## src/rtl/eight_bit_cpu_alu_with_flags_defines.svh

```systemverilog
// assertion macros for the alu block
`ifndef EIGHT_BIT_CPU_ALU_WITH_FLAGS_DEFINES_SVH
`define EIGHT_BIT_CPU_ALU_WITH_FLAGS_DEFINES_SVH

`ifndef SYNTH

// property checked only while out of reset
`define ALU8F_ASSERT(lbl, clk, rst_n, prop) \
  lbl: assert property (@(posedge clk) disable iff (!rst_n) (prop)) \
    else $error("alu8f assertion failed");

// property checked at every edge, reset included
`define ALU8F_ASSERT_ALWAYS(lbl, clk, prop) \
  lbl: assert property (@(posedge clk) (prop)) \
    else $error("alu8f assertion failed");

`else

`define ALU8F_ASSERT(lbl, clk, rst_n, prop)
`define ALU8F_ASSERT_ALWAYS(lbl, clk, prop)

`endif

`endif

```

## src/rtl/alu8f_pkg.sv

```systemverilog
package alu8f_pkg;

  localparam logic [4:0] CMD_ADD  = 5'd0;
  localparam logic [4:0] CMD_ADC  = 5'd1;
  localparam logic [4:0] CMD_SUB  = 5'd2;
  localparam logic [4:0] CMD_SBC  = 5'd3;
  localparam logic [4:0] CMD_AND  = 5'd4;
  localparam logic [4:0] CMD_XOR  = 5'd5;
  localparam logic [4:0] CMD_OR   = 5'd6;
  localparam logic [4:0] CMD_CP   = 5'd7;
  localparam logic [4:0] CMD_INC  = 5'd8;
  localparam logic [4:0] CMD_DEC  = 5'd9;
  localparam logic [4:0] CMD_DAA  = 5'd10;
  localparam logic [4:0] CMD_SCF  = 5'd11;
  localparam logic [4:0] CMD_CPL  = 5'd12;
  localparam logic [4:0] CMD_CCF  = 5'd13;
  localparam logic [4:0] CMD_RLCA = 5'd14;
  localparam logic [4:0] CMD_RLA  = 5'd15;
  localparam logic [4:0] CMD_RRCA = 5'd16;
  localparam logic [4:0] CMD_RRA  = 5'd17;
  localparam logic [4:0] CMD_RLC  = 5'd18;
  localparam logic [4:0] CMD_RRC  = 5'd19;
  localparam logic [4:0] CMD_RL   = 5'd20;
  localparam logic [4:0] CMD_RR   = 5'd21;
  localparam logic [4:0] CMD_SLA  = 5'd22;
  localparam logic [4:0] CMD_SRA  = 5'd23;
  localparam logic [4:0] CMD_SWAP = 5'd24;
  localparam logic [4:0] CMD_SRL  = 5'd25;
  localparam logic [4:0] CMD_BIT  = 5'd26;
  localparam logic [4:0] CMD_RES  = 5'd27;
  localparam logic [4:0] CMD_SET  = 5'd28;

  // flag bit positions
  localparam int FLAG_Z = 3;
  localparam int FLAG_N = 2;
  localparam int FLAG_H = 1;
  localparam int FLAG_C = 0;

  localparam logic [7:0] DAA_HI_ADJ = 8'h60;
  localparam logic [7:0] DAA_LO_ADJ = 8'h06;
  localparam logic [7:0] DAA_HI_LIM = 8'h99;
  localparam logic [3:0] DAA_LO_LIM = 4'h9;

  localparam int IN_DATA_W  = 24;
  localparam int OUT_DATA_W = 16;

  typedef struct packed {
    logic [4:0] cmd;
    logic [7:0] accumulator;
    logic [7:0] operand_byte;
    logic [2:0] bit_index;
    logic [3:0] flags_in;
  } alu_in_t;

  typedef struct packed {
    logic [7:0] result_byte;
    logic       result_write;
    logic [3:0] flags_out;
  } alu_out_t;

endpackage

```

## src/rtl/alu8f_core.sv

```systemverilog
module alu8f_core
  import alu8f_pkg::*;
(
  input  alu_in_t  op_i,
  output alu_out_t res_o
);

  logic [7:0] a;
  logic [7:0] b;
  logic [3:0] f;
  logic       cin;
  logic       cuse;
  logic [8:0] sum9;
  logic [4:0] hsum5;
  logic [8:0] dif9;
  logic [4:0] hdif5;
  logic [7:0] daa1;
  logic [7:0] daa2;
  logic       daa_c;
  logic [7:0] bmask;
  logic [7:0] r;
  logic       wr;
  logic [3:0] nf;

  assign a   = op_i.accumulator;
  assign b   = op_i.operand_byte;
  assign f   = op_i.flags_in;
  assign cin = f[FLAG_C];
  assign cuse = ((op_i.cmd == CMD_ADC) || (op_i.cmd == CMD_SBC)) ? cin : 1'b0;

  assign sum9  = {1'b0, a} + {1'b0, b} + {8'd0, cuse};
  assign hsum5 = {1'b0, a[3:0]} + {1'b0, b[3:0]} + {4'd0, cuse};
  assign dif9  = {1'b0, a} - {1'b0, b} - {8'd0, cuse};
  assign hdif5 = {1'b0, a[3:0]} - {1'b0, b[3:0]} - {4'd0, cuse};

  // decimal adjust
  always_comb begin
    if (f[FLAG_N]) begin
      daa_c = cin;
      daa1  = cin ? (a - DAA_HI_ADJ) : a;
      daa2  = f[FLAG_H] ? (daa1 - DAA_LO_ADJ) : daa1;
    end else begin
      daa_c = cin || (a > DAA_HI_LIM);
      daa1  = daa_c ? (a + DAA_HI_ADJ) : a;
      daa2  = (f[FLAG_H] || (daa1[3:0] > DAA_LO_LIM)) ? (daa1 + DAA_LO_ADJ) : daa1;
    end
  end

  assign bmask = 8'd1 << op_i.bit_index;

  always_comb begin
    r  = a;
    wr = 1'b1;
    nf = f;
    case (op_i.cmd)
      CMD_ADD, CMD_ADC: begin
        r  = sum9[7:0];
        nf = {(sum9[7:0] == 8'd0), 1'b0, hsum5[4], sum9[8]};
      end
      CMD_SUB, CMD_SBC: begin
        r  = dif9[7:0];
        nf = {(dif9[7:0] == 8'd0), 1'b1, hdif5[4], dif9[8]};
      end
      CMD_CP: begin
        wr = 1'b0;
        nf = {(dif9[7:0] == 8'd0), 1'b1, hdif5[4], dif9[8]};
      end
      CMD_AND: begin
        r  = a & b;
        nf = {((a & b) == 8'd0), 1'b0, 1'b1, 1'b0};
      end
      CMD_XOR: begin
        r  = a ^ b;
        nf = {((a ^ b) == 8'd0), 3'b000};
      end
      CMD_OR: begin
        r  = a | b;
        nf = {((a | b) == 8'd0), 3'b000};
      end
      CMD_INC: begin
        r  = b + 8'd1;
        nf = {(b == 8'hFF), 1'b0, (b[3:0] == 4'hF), cin};
      end
      CMD_DEC: begin
        r  = b - 8'd1;
        nf = {(b == 8'h01), 1'b1, (b[3:0] == 4'h0), cin};
      end
      CMD_DAA: begin
        r  = daa2;
        nf = {(daa2 == 8'd0), f[FLAG_N], 1'b0, daa_c};
      end
      CMD_SCF: begin
        wr = 1'b0;
        nf = {f[FLAG_Z], 3'b001};
      end
      CMD_CPL: begin
        r  = ~a;
        nf = {f[FLAG_Z], 2'b11, cin};
      end
      CMD_CCF: begin
        wr = 1'b0;
        nf = {f[FLAG_Z], 2'b00, ~cin};
      end
      CMD_RLCA: begin
        r  = {a[6:0], a[7]};
        nf = {3'b000, a[7]};
      end
      CMD_RLA: begin
        r  = {a[6:0], cin};
        nf = {3'b000, a[7]};
      end
      CMD_RRCA: begin
        r  = {a[0], a[7:1]};
        nf = {3'b000, a[0]};
      end
      CMD_RRA: begin
        r  = {cin, a[7:1]};
        nf = {3'b000, a[0]};
      end
      CMD_RLC: begin
        r  = {b[6:0], b[7]};
        nf = {(b == 8'd0), 2'b00, b[7]};
      end
      CMD_RRC: begin
        r  = {b[0], b[7:1]};
        nf = {(b == 8'd0), 2'b00, b[0]};
      end
      CMD_RL: begin
        r  = {b[6:0], cin};
        nf = {({b[6:0], cin} == 8'd0), 2'b00, b[7]};
      end
      CMD_RR: begin
        r  = {cin, b[7:1]};
        nf = {({cin, b[7:1]} == 8'd0), 2'b00, b[0]};
      end
      CMD_SLA: begin
        r  = {b[6:0], 1'b0};
        nf = {(b[6:0] == 7'd0), 2'b00, b[7]};
      end
      CMD_SRA: begin
        r  = {b[7], b[7:1]};
        nf = {(b[7:1] == 7'd0), 2'b00, b[0]};
      end
      CMD_SWAP: begin
        r  = {b[3:0], b[7:4]};
        nf = {(b == 8'd0), 3'b000};
      end
      CMD_SRL: begin
        r  = {1'b0, b[7:1]};
        nf = {(b[7:1] == 7'd0), 2'b00, b[0]};
      end
      CMD_BIT: begin
        r  = b;
        wr = 1'b0;
        nf = {((b & bmask) == 8'd0), 1'b0, 1'b1, cin};
      end
      CMD_RES: begin
        r = b & ~bmask;
      end
      CMD_SET: begin
        r = b | bmask;
      end
      default: begin
        r  = a;
        wr = 1'b0;
        nf = f;
      end
    endcase
  end

  assign res_o = '{result_byte: r, result_write: wr, flags_out: nf};

endmodule

```

## src/rtl/eight_bit_cpu_alu_with_flags.sv

```systemverilog
// channel  dir  tdata (low bit up)                                tuser         tlast
// in_      in   accumulator 8, operand_byte 8, bit_index 3,       cmd 5         -
//               flags_in 4, zero pad 1
// out_     out  result_byte 8, flags_out 4, zero pad 4            result_write  -
//
// one word per cycle sustained while out_ is not stalled; a word taken on in_ reaches out_
// through the input register, then the result register around a single combinational alu pass
// rst_n is synchronous, active low, and empties both stages
// a stalled out_ holds its word; in_tready drops only when both stages are full
`include "eight_bit_cpu_alu_with_flags_defines.svh"

module eight_bit_cpu_alu_with_flags
  import alu8f_pkg::*;
(
  input  logic                  clk,
  input  logic                  rst_n,
  input  logic                  in_tvalid,
  output logic                  in_tready,
  input  logic [IN_DATA_W-1:0]  in_tdata,   // accumulator, operand_byte, bit_index, flags_in
  input  logic [4:0]            in_tuser,   // cmd
  output logic                  out_tvalid,
  input  logic                  out_tready,
  output logic [OUT_DATA_W-1:0] out_tdata,  // result_byte, flags_out
  output logic                  out_tuser   // result_write
);

  logic     s1_v_r;
  logic     s1_v_nxt;
  alu_in_t  s1_r;
  logic     s2_v_r;
  logic     s2_v_nxt;
  alu_out_t s2_r;
  alu_out_t core_res;
  logic     s1_ready;
  logic     s2_ready;
  logic     s1_load;
  logic     s2_load;

  assign s2_ready = !s2_v_r || out_tready;
  assign s1_ready = !s1_v_r || s2_ready;
  assign in_tready = s1_ready;
  assign s1_load = in_tvalid && s1_ready;
  assign s2_load = s1_v_r && s2_ready;

  always_comb begin
    s1_v_nxt = s1_v_r;
    if (s1_ready) begin
      s1_v_nxt = in_tvalid;
    end
    s2_v_nxt = s2_v_r;
    if (s2_ready) begin
      s2_v_nxt = s1_v_r;
    end
  end

  always_ff @(posedge clk) begin
    if (!rst_n) begin
      s1_v_r <= 1'b0;
      s2_v_r <= 1'b0;
    end else begin
      s1_v_r <= s1_v_nxt;
      s2_v_r <= s2_v_nxt;
    end
  end

  always_ff @(posedge clk) begin
    if (s1_load) begin
      s1_r <= '{cmd:          in_tuser,
                accumulator:  in_tdata[7:0],
                operand_byte: in_tdata[15:8],
                bit_index:    in_tdata[18:16],
                flags_in:     in_tdata[22:19]};
    end
    if (s2_load) begin
      s2_r <= core_res;
    end
  end

  alu8f_core u_core (
    .op_i  (s1_r),
    .res_o (core_res)
  );

  assign out_tvalid = s2_v_r;
  assign out_tdata  = {4'd0, s2_r.flags_out, s2_r.result_byte};
  assign out_tuser  = s2_r.result_write;

  `ALU8F_ASSERT_ALWAYS(a_rst_empties, clk, !rst_n |=> (!out_tvalid && !s1_v_r))
  `ALU8F_ASSERT(a_full_blocks_input, clk, rst_n, (s1_v_r && s2_v_r && !out_tready) |-> !in_tready)
  `ALU8F_ASSERT(a_stage_advance, clk, rst_n, (s1_v_r && s2_ready) |=> s2_v_r)
  `ALU8F_ASSERT(a_out_from_stage1, clk, rst_n, $rose(s2_v_r) |-> $past(s1_v_r))

endmodule

```

## config.mk

```make
export PLATFORM = sky130hd
export DESIGN_NAME = eight_bit_cpu_alu_with_flags
export DESIGN_NICKNAME = d
export VERILOG_FILES = /design/src/rtl/alu8f_pkg.sv /design/src/rtl/alu8f_core.sv /design/src/rtl/eight_bit_cpu_alu_with_flags.sv
export VERILOG_INCLUDE_DIRS = /design/src /design/src/rtl
export SDC_FILE = /design/constraint.sdc
export NUM_CORES = 1
export LEC_CHECK = 0
export BUFFER_PORTS_ARGS = -buffer_cell sky130_fd_sc_hd__buf_2
export CAP_MARGIN = 20
export CORE_ASPECT_RATIO = 0.6
export CORE_MARGIN = 5
export CORE_UTILIZATION = 55
export DETAILED_ROUTE_END_ITERATION = 7
export HOLD_SLACK_MARGIN = 0.06
export PLACE_DENSITY = 0.77
export RECOVER_POWER = 100
export SKIP_LAST_GASP = 1
export SYNTH_ARGS = -nofsm -noshare
export SYNTH_HDL_FRONTEND = slang
export SYNTH_SLANG_ARGS = --single-unit
```

## constraint.sdc

```tcl
create_clock -name clk -period 10.95 [get_ports clk]
set_clock_uncertainty 0.2 [all_clocks]
set_input_delay 2.19 -clock clk [delete_from_list [all_inputs] [get_ports clk]]
set_output_delay 2.19 -clock clk [all_outputs]
set_load 0.02 [all_outputs]
```

Yosys cells after proc, flatten, opt, wreduce, memory -nomap -nowiden
Cells that the tools add are included.
{"block": "totals", "register_bits": 43, "input_bits": 33}
{"block": "classes", "addsub": 14, "order_cmp": 2, "eq_ne": 31, "shifts": 1, "muxes": 10, "bitwise_logic": 9, "reduce_logical": 30}
{"operator": "$pmux W8 S24", "n": 1}
{"operator": "$pmux W4 S21", "n": 1}
{"operator": "$logic_not A8 Y1", "n": 10}
{"operator": "$eq A5 B5 Y1 const B", "n": 13}
{"operator": "$eq A5 B4 Y1 const B", "n": 8}
{"operator": "$mux W8", "n": 5}
{"operator": "$reduce_or A25 Y1", "n": 1}
{"operator": "$and A8 B8 Y8", "n": 3}
{"operator": "$eq A5 B3 Y1 const B", "n": 4}
{"operator": "$not A8 Y8", "n": 2}
{"operator": "$or A8 B8 Y8", "n": 2}
{"operator": "$logic_not A7 Y1", "n": 2}
{"operator": "$eq A5 B2 Y1 const B", "n": 2}
{"operator": "$reduce_or A2 Y1", "n": 5}
{"operator": "$add A8 B8 Y9", "n": 1}
{"operator": "$add A9 B1 Y9", "n": 1}
{"operator": "$sub A8 B8 Y9", "n": 1}
{"operator": "$sub A9 B1 Y9", "n": 1}
{"operator": "$add A8 B1 Y8 const B", "n": 1}
{"operator": "$add A8 B3 Y8 const B", "n": 1}
{"operator": "$add A8 B7 Y8 const B", "n": 1}
{"operator": "$eq A8 B1 Y1 const B", "n": 1}
{"operator": "$eq A8 B8 Y1 const B", "n": 1}
{"operator": "$gt A8 B8 Y1 const B", "n": 1}
{"operator": "other kinds (20)", "n": 28}

Logic depth before layout (Yosys ltp)
Gate-level depths: netlist of run 1.
{"block": "depth", "ltp_word": 9, "mapped_depth": 15}

Modules after synthesis
Synthesis of run 1 repeated with hierarchy kept, for this count alone.
{"block": "unflattened", "hier_cells": 604, "area_unflattened_um2": 4953.5}
{"mod": "alu8f_core", "instances": 1, "cells_each": 549, "area_each_um2": 3584.7, "seq_area_each_um2": 0.0}
{"mod": "eight_bit_cpu_alu_with_flags", "instances": 1, "cells_each": 55, "area_each_um2": 1368.8, "seq_area_each_um2": 1271.2}

Least setup slack after synthesis of run 1
Ideal clock, no wire load.
{"block": "synth_path", "path_kind": "in2out", "start": "input port out_tready", "end": "output port in_tready", "arrival_ns": 2.561, "setup_slack_ns": 5.999, "cell_stages": 2, "n_path_buf": 0, "cell_sequence": "nor2b_1 > nand2_1"}
{"block": "synth_between", "elab_chain_cells": 2}
{"item": "from (decl)", "line_no": "eight_bit_cpu_alu_with_flags.sv:22", "rtl": "input logic out_tready,"}
{"item": "$logic_or A1 B1 Y1", "line_no": "eight_bit_cpu_alu_with_flags.sv:39", "rtl": "assign s2_ready = !s2_v_r || out_tready;"}
{"item": "$logic_or A1 B1 Y1", "line_no": "eight_bit_cpu_alu_with_flags.sv:40", "rtl": "assign s1_ready = !s1_v_r || s2_ready;"}
{"item": "to (decl)", "line_no": "eight_bit_cpu_alu_with_flags.sv:18", "rtl": "output logic in_tready,"}
No other way between the ends.

Final worst setup path of run 1
Ends and elaborated chain as after synthesis.

==> flow_summary.ini, run 1 <==
[cts]
post_cts_buffers = 0
holdBufCountCts = 0
cts.sinks = 43
cts_tree = yes
cts_buffers = 5
clock_latency_ns = 0.30
root_buffer = clkbuf_16
cts.repair.resized = 0
htree_levels = 2
clockBufferDepth = 2
clk_pin_slew_worst_paths_ns = 0.07

[final_layout]
synthToLayoutAreaGrowth_pct = 7.58
nFillCells = 791
drive_gt1_frac = 0.0975
fin_util = 0.607
final_area_sq_um = 5170
antennaDiodeCount = 0
finalNetCount = 677
fin_cells = 717

[routing]
remaining_drc_errors = 0
wire_per_inst_um = 26.1
num_vias = 5343
drt-total-wl_mm = 18.7
dr.first_iter.drc_count = 1175
vias_per_cell = 7.45
final_antenna_net_count = 0
firstDrtPassIters = 7

[logic_synthesis]
synth_top_family_by_area = compound AO/OA/AOI/OAI gates
syn-cell-area_sq_um = 4810
yosys.area.top_type_share = 0.256
yosysTopAreaCell = edfxtp_1
synthXorXnorAreaFrac = 0.0492
ys_async_sr_fraction = 0
ys_ff_latch = 43
ys_types = 75
synth-compound-area-share = 0.250
synth.yosys.warnings = 0
synth_top_cells_by_area = edfxtp_1, ha_1, o21ai_0
postSynthAreaPerCell_sq_um = 8.19
synth_edf_count = 41
synth-simple-area-share = 0.231
synthAdderAreaFrac = 0.110
synth_flop_cell = edfxtp_1
synth.yosys.seq_area_share = 0.265
synthCells = 587
synthMuxAreaShare = 0.0289

[critical_path]
r2r-end = out_tdata[11]
cp-startpoint = out_tready
crit_type = primary input to primary output
path_max_fanout = 4
required_ns = 8.56
ff2ff_path_depth = 10
crit_path_cell_trace = buf_2 > nor2b_1 > nand2_1 > clkbuf_1
end_kind = primary output
slowest_stage = nor2b_1
cp-start-kind = primary input
timing.rr.start = s1_r[23]
max_stage_delay_ns = 0.23
cp_data_arrival_time_ns = 2.81
r2r_slack_ns = 6.45

[floorplanning]
die_area_sq_um = 10800
die_h_um = 82.4
initial_core_util = 0.564
coreArea_sq_um = 8520
rows = 26
io_pins = 52
die_w_um = 131

[hold_path]
min_from = s1_v_r
whs_path_depth = 1
whs_endpoint = out_tvalid
hold_class = flip-flop to flip-flop

[place]
place_hpwl_mm = 13.6
pre_cts_slack_ns = 5.77
dp.cells = 709
port_buffers = 46
dpl_cell_area_sq_um = 5040
place_congestion = 1.05

[grt]
grt_start_max_net_pins = 42
grt_use_total = 0.350
grt_pass1_vias = 4781
grt_overflow = 0
antenna_found_initial = 1
grt_pass1_wl_mm = 28.0

[timing]
finalMaxSlewViolations = 29
rsz0062_at_grt = false
holdWs_ns = 0.349
min_period_ns = 5.20
hold_violations = 0
setup_tns_ns = 0
timing.final.crit_share = 0.475
fmax_mhz = 192
slew_headroom = -0.182
setup_violations = 0
worst_slack_ns = 5.75
worst_slew_pin_slew_ns = 1.77

[job]
drv_cap = 1

[pwr]
p_leak_nw = 1.94
irDropWorstVdd_mv = 0.0583
finalPower_mw = 0.565
power.density_nw_per_um2 = 109

[outcome]
violations = capacitance limit, slew limit
status = finished, violations left
[per-layer routing]
layer,vias up,routed length (um),track usage
li1,2245,-,-
met4,2,651,0.118
met3,86,3410,0.152
met5,-,11,0
met1,2459,7310,0.493
met2,551,7300,0.476
[critical path, delay by kind of cell]
kind	cells	cell delay [ns]
buf+inv	2	0.29
simple gates	2	0.34
[worst max-delay path by stage]
stage | end | cells after the start
after global routing | in_tready | 4
after CTS | in_tready | 4
after global placement | in_tready | 4
final | in_tready | 4
after detailed placement | in_tready | 4
after floorplan | in_tready | 2
[registers in the layout, indices dropped and copies added, names as in the netlist]
register and cells:
s1_v_r 1, out_tuser 1, out_tvalid 1, s1_r 28, out_tdata 12
[cells in the final DEF (no fill, tap or decap), types with 8 or more instances in the layout]
cell	count
nand2_1	51
nor2_1	48
o21ai_0	45
edfxtp_1	41
ha_1	36
buf_2	31
a21oi_1	30
inv_1	27
nand3_1	20
xnor2_1	20
nand4_1	17
nor3_1	16
clkbuf_1	16
nor2b_1	13
a22oi_1	11
a211oi_1	10
a32oi_1	9
o22ai_1	8
o2111ai_1	8
[power by group]
| group | switching, mW | internal, mW | total [mW] |
|---|---|---|---|
| Sequential | 0.0233 | 0.194 | 0.217 |
| Combinational | 0.109 | 0.0636 | 0.172 |
| Clock | 0.0692 | 0.107 | 0.176 |
[cell families after synthesis]
kind of cell / Yosys count
AOI/OAI and AO/OA: 175
xor gates and xnor gates: 27
adders and majority gates: 40
buffers and inverters: 74
DFF: 43
muxes: 11
other: 1
and+or+nand+nor: 216
[layout make-up]
type	instances	area, sq um	area share
Multi-Input combinational cell	473	3230	0.625
Sequential cell	43	1270	0.246
Timing Repair Buffer	53	260	0.0503
Tap cell	112	140	0.0271
Clock buffer	5	125	0.0242
Inverter	28	105	0.0203
Clock inverter	3	38.8	0.00750
[cells in the mapped netlist (4+ instances only)]
library cell	instances
nand2_1	51
nor2_1	48
o21ai_0	44
edfxtp_1	41
ha_1	36
a21oi_1	29
inv_1	27
clkbuf_1	26
nand3_1	20
xnor2_1	20
nand4_1	17
nor3_1	16
nor2b_1	13
a22oi_1	11
buf_2	11
a211oi_1	9
a32oi_1	9
o2111ai_1	8
o22ai_1	8
nor4_1	7
xor2_1	7
a221oi_1	6
mux2i_1	6
nor3b_1	6
a22o_1	5
a31oi_1	5
and3_1	5
and3b_1	4
buf_1	4
buf_4	4
fa_1	4
nand2b_1	4
nand3b_1	4
or2_2	4
Note: power is estimated with default switching activity, not from simulation.
==> inputs of run 2 (changes only) <==
PLACE_DENSITY = 0.8   (was 0.77)
clock period = 4.35 ns   (was 10.95 ns; I/O delays follow)
==> flow_summary.ini, run 2 (synthesis gave the netlist of run 1 again) <==
[floorplanning]
io_pins = 52
initial_core_util = 0.564
coreArea_sq_um = 8520
die_area_sq_um = 10800
die_h_um = 82.4
die_w_um = 131
rows = 26

[routing]
num_vias = 5231
vias_per_cell = 7.13
wire_per_inst_um = 25.4
dr.first_iter.drc_count = 893
final_antenna_net_count = 0
firstDrtPassIters = 6
remaining_drc_errors = 0
drt-total-wl_mm = 18.6

[timing]
holdWs_ns = 0.348
slew_headroom = -0.0726
fmax_mhz = 265
min_period_ns = 3.77
hold_violations = 0
setup_violations = 0
setup_tns_ns = 0
timing.final.crit_share = 0.866
rsz0062_at_grt = false
worst_slew_pin_slew_ns = 1.61
finalMaxSlewViolations = 29

[final_layout]
synthToLayoutAreaGrowth_pct = 9.48
antennaDiodeCount = 0
drive_gt1_frac = 0.117
finalNetCount = 694
largest_register = s1_r
largest_reg_flops = 28
layout_commonest_cell = nand2_1
nFillCells = 775
layout_common_cells = nand2_1, nor2_1, o21ai_0

[pwr]
intPower_mw = 0.870
power.density_nw_per_um2 = 262
power.sequential.fraction = 0.377
switching_power_mw = 0.511
clkPwrFrac = 0.278
switching_share = 0.370
p_leak_nw = 2.00
irDropWorstVdd_mv = 0.173
pwr-share-comb = 0.345

[grt]
antenna_found_initial = 0
grt_use_total = 0.347
grt_start_max_net_pins = 41
grt_pass1_wl_mm = 27.9
grt_pass1_vias = 4811
grt_overflow = 0

[place]
port_buffers = 46
place_congestion = 1.07
place_hpwl_mm = 13.8

[outcome]
violations = capacitance limit, slew limit
status = finished, violations left

[cts]
post_cts_buffers = 0
root_buffer = clkbuf_16
cts.sinks = 43
holdBufCountCts = 0
clockBufferDepth = 2
htree_levels = 2
clk_pin_slew_worst_paths_ns = 0.07
cts.repair.resized = 0
clock_latency_ns = 0.29
cts_tree = yes
cts_buffers = 5

[job]
drv_cap = 1

[critical_path]
required_ns = 4.29
crit_type = flip-flop to flip-flop
end_kind = flip-flop
cp-start-kind = flip-flop
cp_data_arrival_time_ns = 3.71
path_max_fanout = 3

[hold_path]
hold_class = flip-flop to flip-flop
run 2: worst max-delay path, stage by stage, from the launching register on:
cell      delay (ns)
edfxtp_1        0.40
nor2b_1         0.25
nand3_1         0.18
fa_1            0.45
ha_1            0.31
a211oi_1        0.39
o21ai_0         0.24
xor2_1          0.19
or4_1           0.53
or3_1           0.34
nand4_1         0.13
run 2: cell type report:
class                   instances  area [sq um]  area share
multi-input cells             473          3230       0.613
inverters                      28           105      0.0200
repair buffers                 70           380      0.0723
clock inverters                 1          5.00    0.000951
well taps                     112           140      0.0266
clock buffers                   7           133      0.0252
flip-flops and latches         43          1270       0.242
run 2: final timing paths:
path | slack, ns | from | cells after the start | endpoint
min | 0.35 | s1_v_r | 1 | out_tvalid
max reg2reg | 0.58 | s1_r[27] | 10 | out_tdata[11]
max | 0.58 | s1_r[27] | 10 | out_tdata[11]
min reg2reg | 0.35 | s1_v_r | 1 | out_tvalid
run 2: layer usage:
layer	global-route usage	share of wire	up-vias	wire, um
met5	0	0	-	0
met4	0.0657	0.026	0	488
met3	0.169	0.18	66	3370
met2	0.475	0.39	466	7250
met1	0.493	0.40	2420	7530
li1	-	-	2279	-
run 2: power by group through the flow:
| stage | Combinational [mW] | Sequential (mW) | Clock (mW) |
|---|---|---|---|
| 4_1_cts | 0.456 | 0.517 | 0.381 |
| 5_1_grt | 0.500 | 0.522 | 0.405 |
| 6_report | 0.477 | 0.520 | 0.384 |
| 2_1_floorplan | 0.308 | 0.524 | 0 |
| 3_3_place_gp | 0.446 | 0.524 | 0 |
| 3_5_place_dp | 0.453 | 0.526 | 0 |
run 2: metrics by stage:
stage / total power, mW / instances / util / setup slack, ns / cell area, sq um
floorplan: 0.832 / 590 / - / 0.816 / 4820
global placement: 0.970 / 725 / 0.604 / 0.750 / 5150
global route: 1.43 / 734 / 0.617 / 0.412 / 5260
detailed placement: 0.979 / 725 / 0.604 / 0.693 / 5150
CTS: 1.35 / 733 / 0.621 / 0.684 / 5290
finish: 1.38 / 734 / 0.617 / 0.581 / 5260
